`src/hw/rtl/bltb_ram.sv`:
```
// Generic single-write, single-read RAM with registered read data.
module bltb_ram #(
  parameter int WIDTH = 8,
  parameter int DEPTH = 256,
  localparam int AW = (DEPTH > 1) ? $clog2(DEPTH) : 1
) (
  input  logic             clk,
  input  logic             we,
  input  logic [AW-1:0]    waddr,
  input  logic [WIDTH-1:0] wdata,
  input  logic             re,
  input  logic [AW-1:0]    raddr,
  output logic [WIDTH-1:0] rdata
);

  logic [WIDTH-1:0] mem [DEPTH];

  always_ff @(posedge clk) begin
    if (we) begin
      mem[waddr] <= wdata;
    end
    if (re) begin
      rdata <= mem[raddr];
    end
  end

endmodule

```
`config.mk`:
```
export PLATFORM = sky130hd
export DESIGN_NAME = bltb_ram
export DESIGN_NICKNAME = d
export VERILOG_FILES = /design/src/hw/rtl/bltb_ram.sv
export SDC_FILE = /design/constraint.sdc
export NUM_CORES = 2
export LEC_CHECK = 0
export ABC_CLOCK_PERIOD_IN_PS = 5200
export BUFFER_PORTS_ARGS = -buffer_cell sky130_fd_sc_hd__buf_2
export CAP_MARGIN = 20
export CORE_MARGIN = 4
export CORE_UTILIZATION = 65
export DETAILED_ROUTE_END_ITERATION = 12
export PLACE_DENSITY_LB_ADDON = 0.12
export SYNTH_ARGS = -nofsm -noshare
export SYNTH_HDL_FRONTEND = slang
export SYNTH_SLANG_ARGS = --single-unit
```
`constraint.sdc`:
```
create_clock -name clk -period 5.2 [get_ports clk]
set_input_delay 0.78 -clock clk [delete_from_list [all_inputs] [get_ports clk]]
set_output_delay 0.78 -clock clk [all_outputs]
set_load 0.01 [all_outputs]
```
==> flow_summary.toml <==
[status]
outcome = "complete, no violations"

[synth]
synth_edf_count = 2056
synth.avg_cell_area_um2 = 21.3
synthesis.area_um2 = 79600
ys_ff_latch = 2056
yosys.area.top_type = "edfxtp_1"
synthArstFlopShare_pct = 0
ys_types = 54
synthFlopType = "edfxtp_1"
ys_seq_area_share_pct = 77.5
synth.area.top_cells = "edfxtp_1 78%, mux4_2 13%, mux2i_1 1.7%, nor2_1 1.3%, a22oi_1 1.3%"
synth.most_common_cell = "edfxtp_1"
syn-num-nets = 3760
netlist_top_cells_count = "2056 x edfxtp_1, 454 x mux4_2, 282 x nor2_1"
yosysWarnings = 0
netlist.area_leader.share_pct = 77.5
synthCells = 3733

[power_and_ir_drop]
p_per_area_nw_per_um2 = 380
p_leak_nw = 27.0
total_power_mw = 33.3
max-vdd-ir-drop_mv = 0.367

[cts]
clock-sinks = 2056
h-tree-depth = 4
cts_resized = 0
clk_pin_slew_ns = 0.06
cts_setup_buffers = 0
cts_tree = "built"
cts_buffer_depth = 3
cts_hold_repair.buffers = 0
cts_made_buffers = 195
root_buffer = "clkbuf_16"
clock_latency_ns = 0.80

[die]
die_y_um = 358
fp-row-count = 128
start_util_pct = 65.4
die_x_um = 358
io_pins = 35
dieArea_um2 = 128000
fp.coreArea_um2 = 122000

[critical_path]
critPathSlowestCell = "a221oi_1"
cp-start-kind = "input port"
critPathMaxStageDelay_ns = 0.87
critPathKind = "in2reg"
crit_arrival_ns = 4.00
crit_required_ns = 5.71
critPathMaxFanout = 35
cp-end-kind = "flop"
crit_buf_inv = 2
crit_path_cell_trace = "buf_8, buf_4, mux4_2, a221oi_1, o32ai_1, nor3_1, nor4_1"
cpLargestDelayFamily = "compound AO/OA/AOI/OAI gates"

[final_layout]
syn_to_final_growth_pct = 9.96
nNetsFinal = 3873
drive_gt1_share_pct = 21.9

[routing]
top_layer_used = "met4"
wl_met1_mm = 70.9
antenna_left = 0
dr.pass1.iters = 6
routedWlPerCell_um = 34.0
dr_wl_met2_mm = 92.1
vias_per_cell = 7.02
met3_length_mm = 21.7
drc = 0
drtIter0Drc = 5800
routed_wl_mm = 192
vias = 39600

[hold_path]
min_path_type = "in2reg"

[sta]
fmax_ghz = 0.286
hold_viol_final = 0
worst_hold_slack_ns = 0.421
fin_crit_ns = 3.49
setup_viol = 0
clock_skew_ns = 0.0247
maxSlewViolCount = 0
timing.final.crit_share_pct = 67.2
setup_tns_ns = 0
slew_headroom_pct = 18.1
rsz0062_at_grt = "false"
fin_ws_ns = 1.71
worst_slew_pin_slew_ns = 1.22

[placed_design]
routabilityCongestion = 0.904
port-buffer-count = 34
post-dp-hpwl_mm = 117
place_ws_ns = 0.912

[global_route]
grt_pass1_vias = 40000
track_usage_pct = 30.8
antenna_found_initial = 12
grt_max_degree = 149
grt_pass1_wl_mm = 280
grt.overflow.total = 0

[flow_run]
maxCapViolCount = 0
## cell usage in the layout, fill, tap and decap left out, types with 10 or more instances in the layout
cell type / n
clkbuf_16: 201
buf_4: 96
o22ai_1: 28
a21oi_1: 96
nor4_1: 24
clkinv_2: 33
o221ai_1: 46
nor2_1: 279
o21ai_0: 10
a22oi_1: 133
clkbuf_1: 51
a221oi_1: 13
a211oi_1: 16
nand2_1: 32
nor2b_1: 28
mux2i_1: 134
mux4_2: 454
clkinv_1: 52
bufinv_16: 10
buf_12: 18
nand3_1: 33
nand4_1: 10
o211ai_1: 10
edfxtp_1: 2056
buf_2: 24
nor3_1: 22
## logic make-up (layout without fill, tap and decap cells)
kind of cell           Yosys count  in the layout  share of synthesized area, %
AOI/OAI and AO/OA              385            385                          3.42
buffers and inverters          235            505                          1.83
DFF                           2056           2056                          77.5
muxes                          591            591                          14.6
other                            0              7                             0
and+or+nand+nor                466            466                          2.63
## sequential cells by signal, indices dropped and copies added (netlist names)
register and count:
mem 2048, rdata 8
## worst paths after layout
kind | start | to | slack, ns | cells past startpoint
worst min-delay path | re | rdata[0] | 0.42 | 1
worst max register to register | mem[83][5] | rdata[5] | 1.95 | 6
worst min register to register | mem[18][2] | rdata[2] | 1.09 | 5
worst max-delay path | raddr[0] | rdata[5] | 1.71 | 7
## power breakdown
part	switching (mW)	internal, mW	total [mW]
clock	5.82	7.53	13.3
sequential	0.0204	18.3	18.3
combinational	1.07	0.549	1.62
## worst register-to-register path, cell delays in order, from the launching register on
cell      delay, ns
edfxtp_1       0.36
mux4_2         0.47
a22o_1         0.26
a221oi_1       0.79
o32ai_1        0.24
nor3_1         0.72
nor4_1         0.14
## cell type report
cell class	instances	area, um^2
fillers	6979	34100
clock buffers	252	5220
flip-flops and latches	2056	61700
diodes	7	17.5
well taps	1625	2030
inverters	2	7.51
multi-input cells	1442	16500
repair buffers	149	1350
clock inverters	102	724
## per-layer routing
layer / global-route usage [%] / vias to the layer above
met2: 47.6 / 2623
met1: 44.7 / 20600
met4: 10.8 / 0
met5: 0 / -
li1: - / 15900
met3: 6.94 / 390
## through the flow
stage | instance area (um^2) | util [%] | instances
4_1_cts | 87500 | 71.9 | 5626
2_1_floorplan | 79600 | - | 3733
6_report | 87600 | 71.9 | 5635
5_1_grt | 87600 | 71.9 | 5630
3_5_place_dp | 81600 | 67.0 | 5272
3_3_place_gp | 81600 | 67.0 | 5271
(Power assumes the default switching activity.)
