### src/hw/rtl/bltb_pkg.sv
// Shared constants, codes and helpers of the bounded line tail buffer.
package bltb_pkg;

  // Default sizes of the stores
  localparam int MAX_BYTES_DEF      = 16384;
  localparam int MAX_LINES_DEF      = 256;
  localparam int MAX_LINE_BYTES_DEF = 1024;

  // Fixed field widths of the channels and the configuration port
  localparam int FUNC_W     = 2;
  localparam int BYTE_W     = 8;
  localparam int INDEX_W    = 14;
  localparam int LEN_W      = 11;
  localparam int LCNT_W     = 9;
  localparam int BCNT_W     = 15;
  localparam int REV_W      = 32;
  localparam int CFG_IDX_W  = 2;
  localparam int CFG_DATA_W = 15;

  // Register reset values
  localparam logic [LEN_W-1:0]  RST_MAX_LINE_LEN = 11'd1024;
  localparam logic [LCNT_W-1:0] RST_MAX_LINES    = 9'd256;
  localparam logic [BCNT_W-1:0] RST_MAX_BYTES    = 15'd16384;

  localparam logic [BYTE_W-1:0] NL_CHAR = 8'h0A;
  localparam logic [BYTE_W-1:0] CR_CHAR = 8'h0D;

  typedef enum logic [FUNC_W-1:0] {
    FN_CONSUME   = 2'd0,
    FN_CLEAR     = 2'd1,
    FN_READ_BYTE = 2'd2,
    FN_READ_LEN  = 2'd3
  } func_t;

  typedef enum logic [CFG_IDX_W-1:0] {
    CFG_MAX_LINE_LEN = 2'd0,
    CFG_MAX_LINES    = 2'd1,
    CFG_MAX_BYTES    = 2'd2
  } cfg_reg_t;

  // Add two offsets inside a ring of m entries; a must be below m and b at most m.
  function automatic logic [31:0] ring_add(input logic [31:0] a, input logic [31:0] b,
                                           input logic [31:0] m);
    logic [31:0] s;
    s = a + b;
    return (s >= m) ? s - m : s;
  endfunction

endpackage

### src/hw/rtl/bltb_limits.sv
// Configuration registers and the effective limits derived from them.
module bltb_limits import bltb_pkg::*; #(
  parameter int MAX_BYTES      = MAX_BYTES_DEF,
  parameter int MAX_LINES      = MAX_LINES_DEF,
  parameter int MAX_LINE_BYTES = MAX_LINE_BYTES_DEF,
  localparam int BC_W = $clog2(MAX_BYTES + 1),
  localparam int LC_W = $clog2(MAX_LINES + 1),
  localparam int LL_W = $clog2(MAX_LINE_BYTES + 1)
) (
  input  logic                  clk,
  input  logic                  rst_n,
  input  logic                  cfg_we,
  input  logic [CFG_IDX_W-1:0]  cfg_index,
  input  logic [CFG_DATA_W-1:0] cfg_wdata,
  output logic [LL_W-1:0]       eff_line_len,
  output logic [LC_W-1:0]       eff_lines,
  output logic [BC_W-1:0]       eff_bytes
);

  logic [LEN_W-1:0]  max_line_len_r;
  logic [LCNT_W-1:0] max_lines_r;
  logic [BCNT_W-1:0] max_bytes_r;

  always_ff @(posedge clk) begin
    if (!rst_n) begin
      max_line_len_r <= RST_MAX_LINE_LEN;
      max_lines_r    <= RST_MAX_LINES;
      max_bytes_r    <= RST_MAX_BYTES;
    end else if (cfg_we) begin
      case (cfg_index)
        CFG_MAX_LINE_LEN: max_line_len_r <= cfg_wdata[LEN_W-1:0];
        CFG_MAX_LINES:    max_lines_r    <= cfg_wdata[LCNT_W-1:0];
        CFG_MAX_BYTES:    max_bytes_r    <= cfg_wdata[BCNT_W-1:0];
        default: ;
      endcase
    end
  end

  // Clamp each register to [1, store size]; the line length limit also obeys the byte limit.
  always_comb begin
    logic [31:0] lines_c;
    logic [31:0] bytes_c;
    logic [31:0] len_c;
    lines_c = 32'(max_lines_r);
    bytes_c = 32'(max_bytes_r);
    len_c   = 32'(max_line_len_r);
    if (lines_c == 32'd0) lines_c = 32'd1;
    else if (lines_c > 32'(MAX_LINES)) lines_c = 32'(MAX_LINES);
    if (bytes_c == 32'd0) bytes_c = 32'd1;
    else if (bytes_c > 32'(MAX_BYTES)) bytes_c = 32'(MAX_BYTES);
    if (len_c == 32'd0) len_c = 32'd1;
    else if (len_c > 32'(MAX_LINE_BYTES)) len_c = 32'(MAX_LINE_BYTES);
    if (len_c > bytes_c) len_c = bytes_c;
    eff_lines    = LC_W'(lines_c);
    eff_bytes    = BC_W'(bytes_c);
    eff_line_len = LL_W'(len_c);
  end

endmodule

### config.mk
export PLATFORM = sky130hd
export DESIGN_NAME = bltb_limits
export DESIGN_NICKNAME = d
export VERILOG_FILES = /design/src/hw/rtl/bltb_pkg.sv /design/src/hw/rtl/bltb_limits.sv
export SDC_FILE = /design/constraint.sdc
export NUM_CORES = 1
export LEC_CHECK = 0
export ABC_AREA = 1
export BUFFER_PORTS_ARGS = -buffer_cell sky130_fd_sc_hd__buf_2
export CAP_MARGIN = 30
export CORE_ASPECT_RATIO = 1.2
export CORE_MARGIN = 2
export CORE_UTILIZATION = 57
export CTS_CLUSTER_DIAMETER = 60
export DETAILED_ROUTE_END_ITERATION = 6
export GPL_ROUTABILITY_DRIVEN = 0
export GPL_TIMING_DRIVEN = 0
export PLACE_DENSITY = 0.95
export SLEW_MARGIN = 10
export SYNTH_ARGS = -nofsm -noshare
export SYNTH_HDL_FRONTEND = slang
export SYNTH_SLANG_ARGS = --single-unit
### constraint.sdc
create_clock -name clk -period 4.31 [get_ports clk]
set_input_delay 0.2155 -clock clk [delete_from_list [all_inputs] [get_ports clk]]
set_output_delay 0.2155 -clock clk [all_outputs]
set_load 0.02 [all_outputs]
==> metrics <==
Post-Place Cell Area=between 2000 and 3000 sq um; flop2flop setup slack=3.25 ns; Setup TNS=0 ns; HPWL after DPL=~4300 um; final core utilization=0.721; FF-to-FF End=max_bytes_r[14]; RSZ-0062 raised after global routing=false; syn_nets=approximately 350; clk_lat worst skew=between 0.2 and 0.3 ns; commonest non-fill, non-tap cells in the layout=buf_2, nand2_1, inv_1, a21oi_1, dfxtp_1; H-Tree Depth=2; drt total wl=slightly above 5000 um; hold buffers post-CTS=0; Tot Pwr=0.000856 W; Period Utilization, post-route=0.693; clock buffer depth=2; register area share after synthesis=0.320; Final Cell Area=about 2600 sq um; Hold Path Origin=cfg_wdata[10]; Top-Level Pins=55; Port Buffers=54; DRT iter0 DRCs=around 110; RR Startpoint=max_bytes_r[14]; area of the multi-input gates=between 1000 and 1500 sq um; Worst EP required=just over 4 ns; layout cells sized above 1=0.238; first-pass GRT wire length=roughly 8800 um; async set-reset flop share out of synthesis=0; antenna violations before repair=0; Reg2Reg Depth=3; largest net degree at the start of global routing=13; shortest period the worst path allows=~3.0 ns; FMAX=roughly 330 MHz; Setup Skew=0 ns; final setup vio count=0; Slew HR=0.674; vias in the first global route=2117; post-synth top area cell=dfxtp_1; die area=between 4000 and 5000 sq um; Num CTS Buffers=5; CP Max Fanout=10; final hold vios=0; leading cell type in the layout, fill and taps excluded=buf_2; die height=71.9 um; post-synthesis area per instance=6.85 sq um; Clk pin slew, worst setup/hold paths=0.07 ns; post-CTS setup buffer count=0; Synth Flop Type=dfxtp_1; Layout area overhead=20.4%; outcome=finished clean; most area-consuming cells after synthesis=dfxtp_1, nand2_1, a21oi_1, inv_1, a21oi_4; Post-CTS Resized=0; number of fillers in the final layout=around 310; total global-route track usage=0.263; flops & latches, synth=35; first-pass detailed-route iteration total=4; FP Rows=24; CP Capture Type=output pin; Post-Synthesis Cells=between 300 and 400; fin. max-slew vios=0; vias=2223; maxcap violations=0; vias per std cell=5.12; top-area cell type share of the netlist area=0.320; Yosys warnings=0; Routed Antenna Nets=0; storage element area=roughly 700 sq um; TritonCTS clock tree=yes; Post-Syn Area=between 2000 and 2500 sq um; Core Region=around 3700 sq um; startpoint types=register; worst hold path depth=3; Inserted Diodes=0; arrival time at the worst endpoint=2.77 ns; Starting Density=0.598; DRC viols=0; worst slew pin tran=approximately 0.49 ns; CTS sink count=35; static leakage=between 1 and 1.5 nW; number of enable flip-flop cells after synthesis=0; die width=60.6 um; worst min path class=in2reg; Final Net Count=slightly above 400; CP Class=reg2out; hold endpoint=max_line_len_r[10]; pwr/cell area=324 nW/um^2; root buf cell=clkbuf_8; Worst IR Drop VDD=~0.26 mV; Cell variety after synth=27; GRT overflow=0; Routed wire per std cell=12.0 um
-- Yosys cell counts, drive strengths merged (2+ instances only) --
| master | number |
|---|---|
| nand2 | 54 |
| inv | 54 |
| a21oi | 47 |
| nor3 | 4 |
| dfxtp | 35 |
| buf | 6 |
| nand3b | 2 |
| nor2 | 36 |
| ha | 11 |
| nand4 | 3 |
| nand3 | 20 |
| clkbuf | 11 |
| o21ai | 33 |
-- how the worst max path moves through the flow --
stage                   start              end  slack [ns]
2_1_floorplan  max_bytes_r[8]  eff_line_len[0]        1.85
3_3_place_gp   max_bytes_r[4]  eff_line_len[3]        1.73
5_1_grt        max_bytes_r[4]  eff_line_len[1]        1.10
3_5_place_dp   max_bytes_r[4]  eff_line_len[8]        1.66
6_report       max_bytes_r[4]  eff_line_len[8]        1.32
4_1_cts        max_bytes_r[4]  eff_line_len[8]        1.34
-- registers in the layout (all words and copies together), names as in the netlist --
| name | cells |
|---|---|
| max_bytes_r | 15 |
| max_line_len_r | 11 |
| max_lines_r | 9 |
-- through the flow --
stage | hold slack (ns) | setup slack [ns] | std cells
final | 0.186 | 1.32 | 434
after CTS | 0.180 | 1.34 | 434
after floorplan | 0.342 | 1.85 | 320
after global placement | 0.461 | 1.73 | 426
after global routing | 0.195 | 1.10 | 434
after detailed placement | 0.463 | 1.66 | 426
-- critical path, stage by stage (launching register included) --
cell and delay, ns:
dfxtp_1 0.31, nor2_1 0.11, nand2_1 0.10, nor2_4 0.12, nand2_2 0.08, buf_12 0.17, a21oi_4 0.16, inv_1 0.06
ha_1 0.32, a21oi_1 0.15, nand2_1 0.06, nand2_1 0.06, nand2_1 0.05, nand2_1 0.06, nand2_1 0.09, nand2_1 0.09
buf_2 0.20, nand2_1 0.08, nand2_1 0.06, buf_2 0.15
-- routing by layer --
layer  global-route usage  vias up  wire (um)
met2                0.484       65       2740
met5                    0        -          0
li1                     -     1149          -
met3               0.0410       12        196
met4               0.0870        0        112
met1                0.300      997       2140
-- cell type report --
type | instances | area share
Multi-Input combinational cell | 213 | 0.452
Sequential cell | 35 | 0.265
Timing Repair Buffer | 54 | 0.102
Inverter | 55 | 0.0782
Buffer | 17 | 0.0346
Clock buffer | 5 | 0.0261
Tap cell | 52 | 0.0246
Clock inverter | 3 | 0.0166
-- kinds of logic (layout without fill, tap and decap cells) --
group / Yosys count / after routing / share of synthesized area
and+or+nand+nor: 119 / 119 / 0.236
AOI/OAI and AO/OA: 83 / 83 / 0.246
DFF: 35 / 35 / 0.320
adders and majority gates: 11 / 11 / 0.0628
buffers and inverters: 72 / 134 / 0.136
-- power by group --
part	total (W)	internal, W	switching [W]
Clock	0.000292	0.000172	0.000120
Combinational	0.000215	0.0000741	0.000141
Sequential	0.000349	0.000340	0.00000882
Total	0.000856	0.000587	0.000270
(Power assumes the default switching activity.)
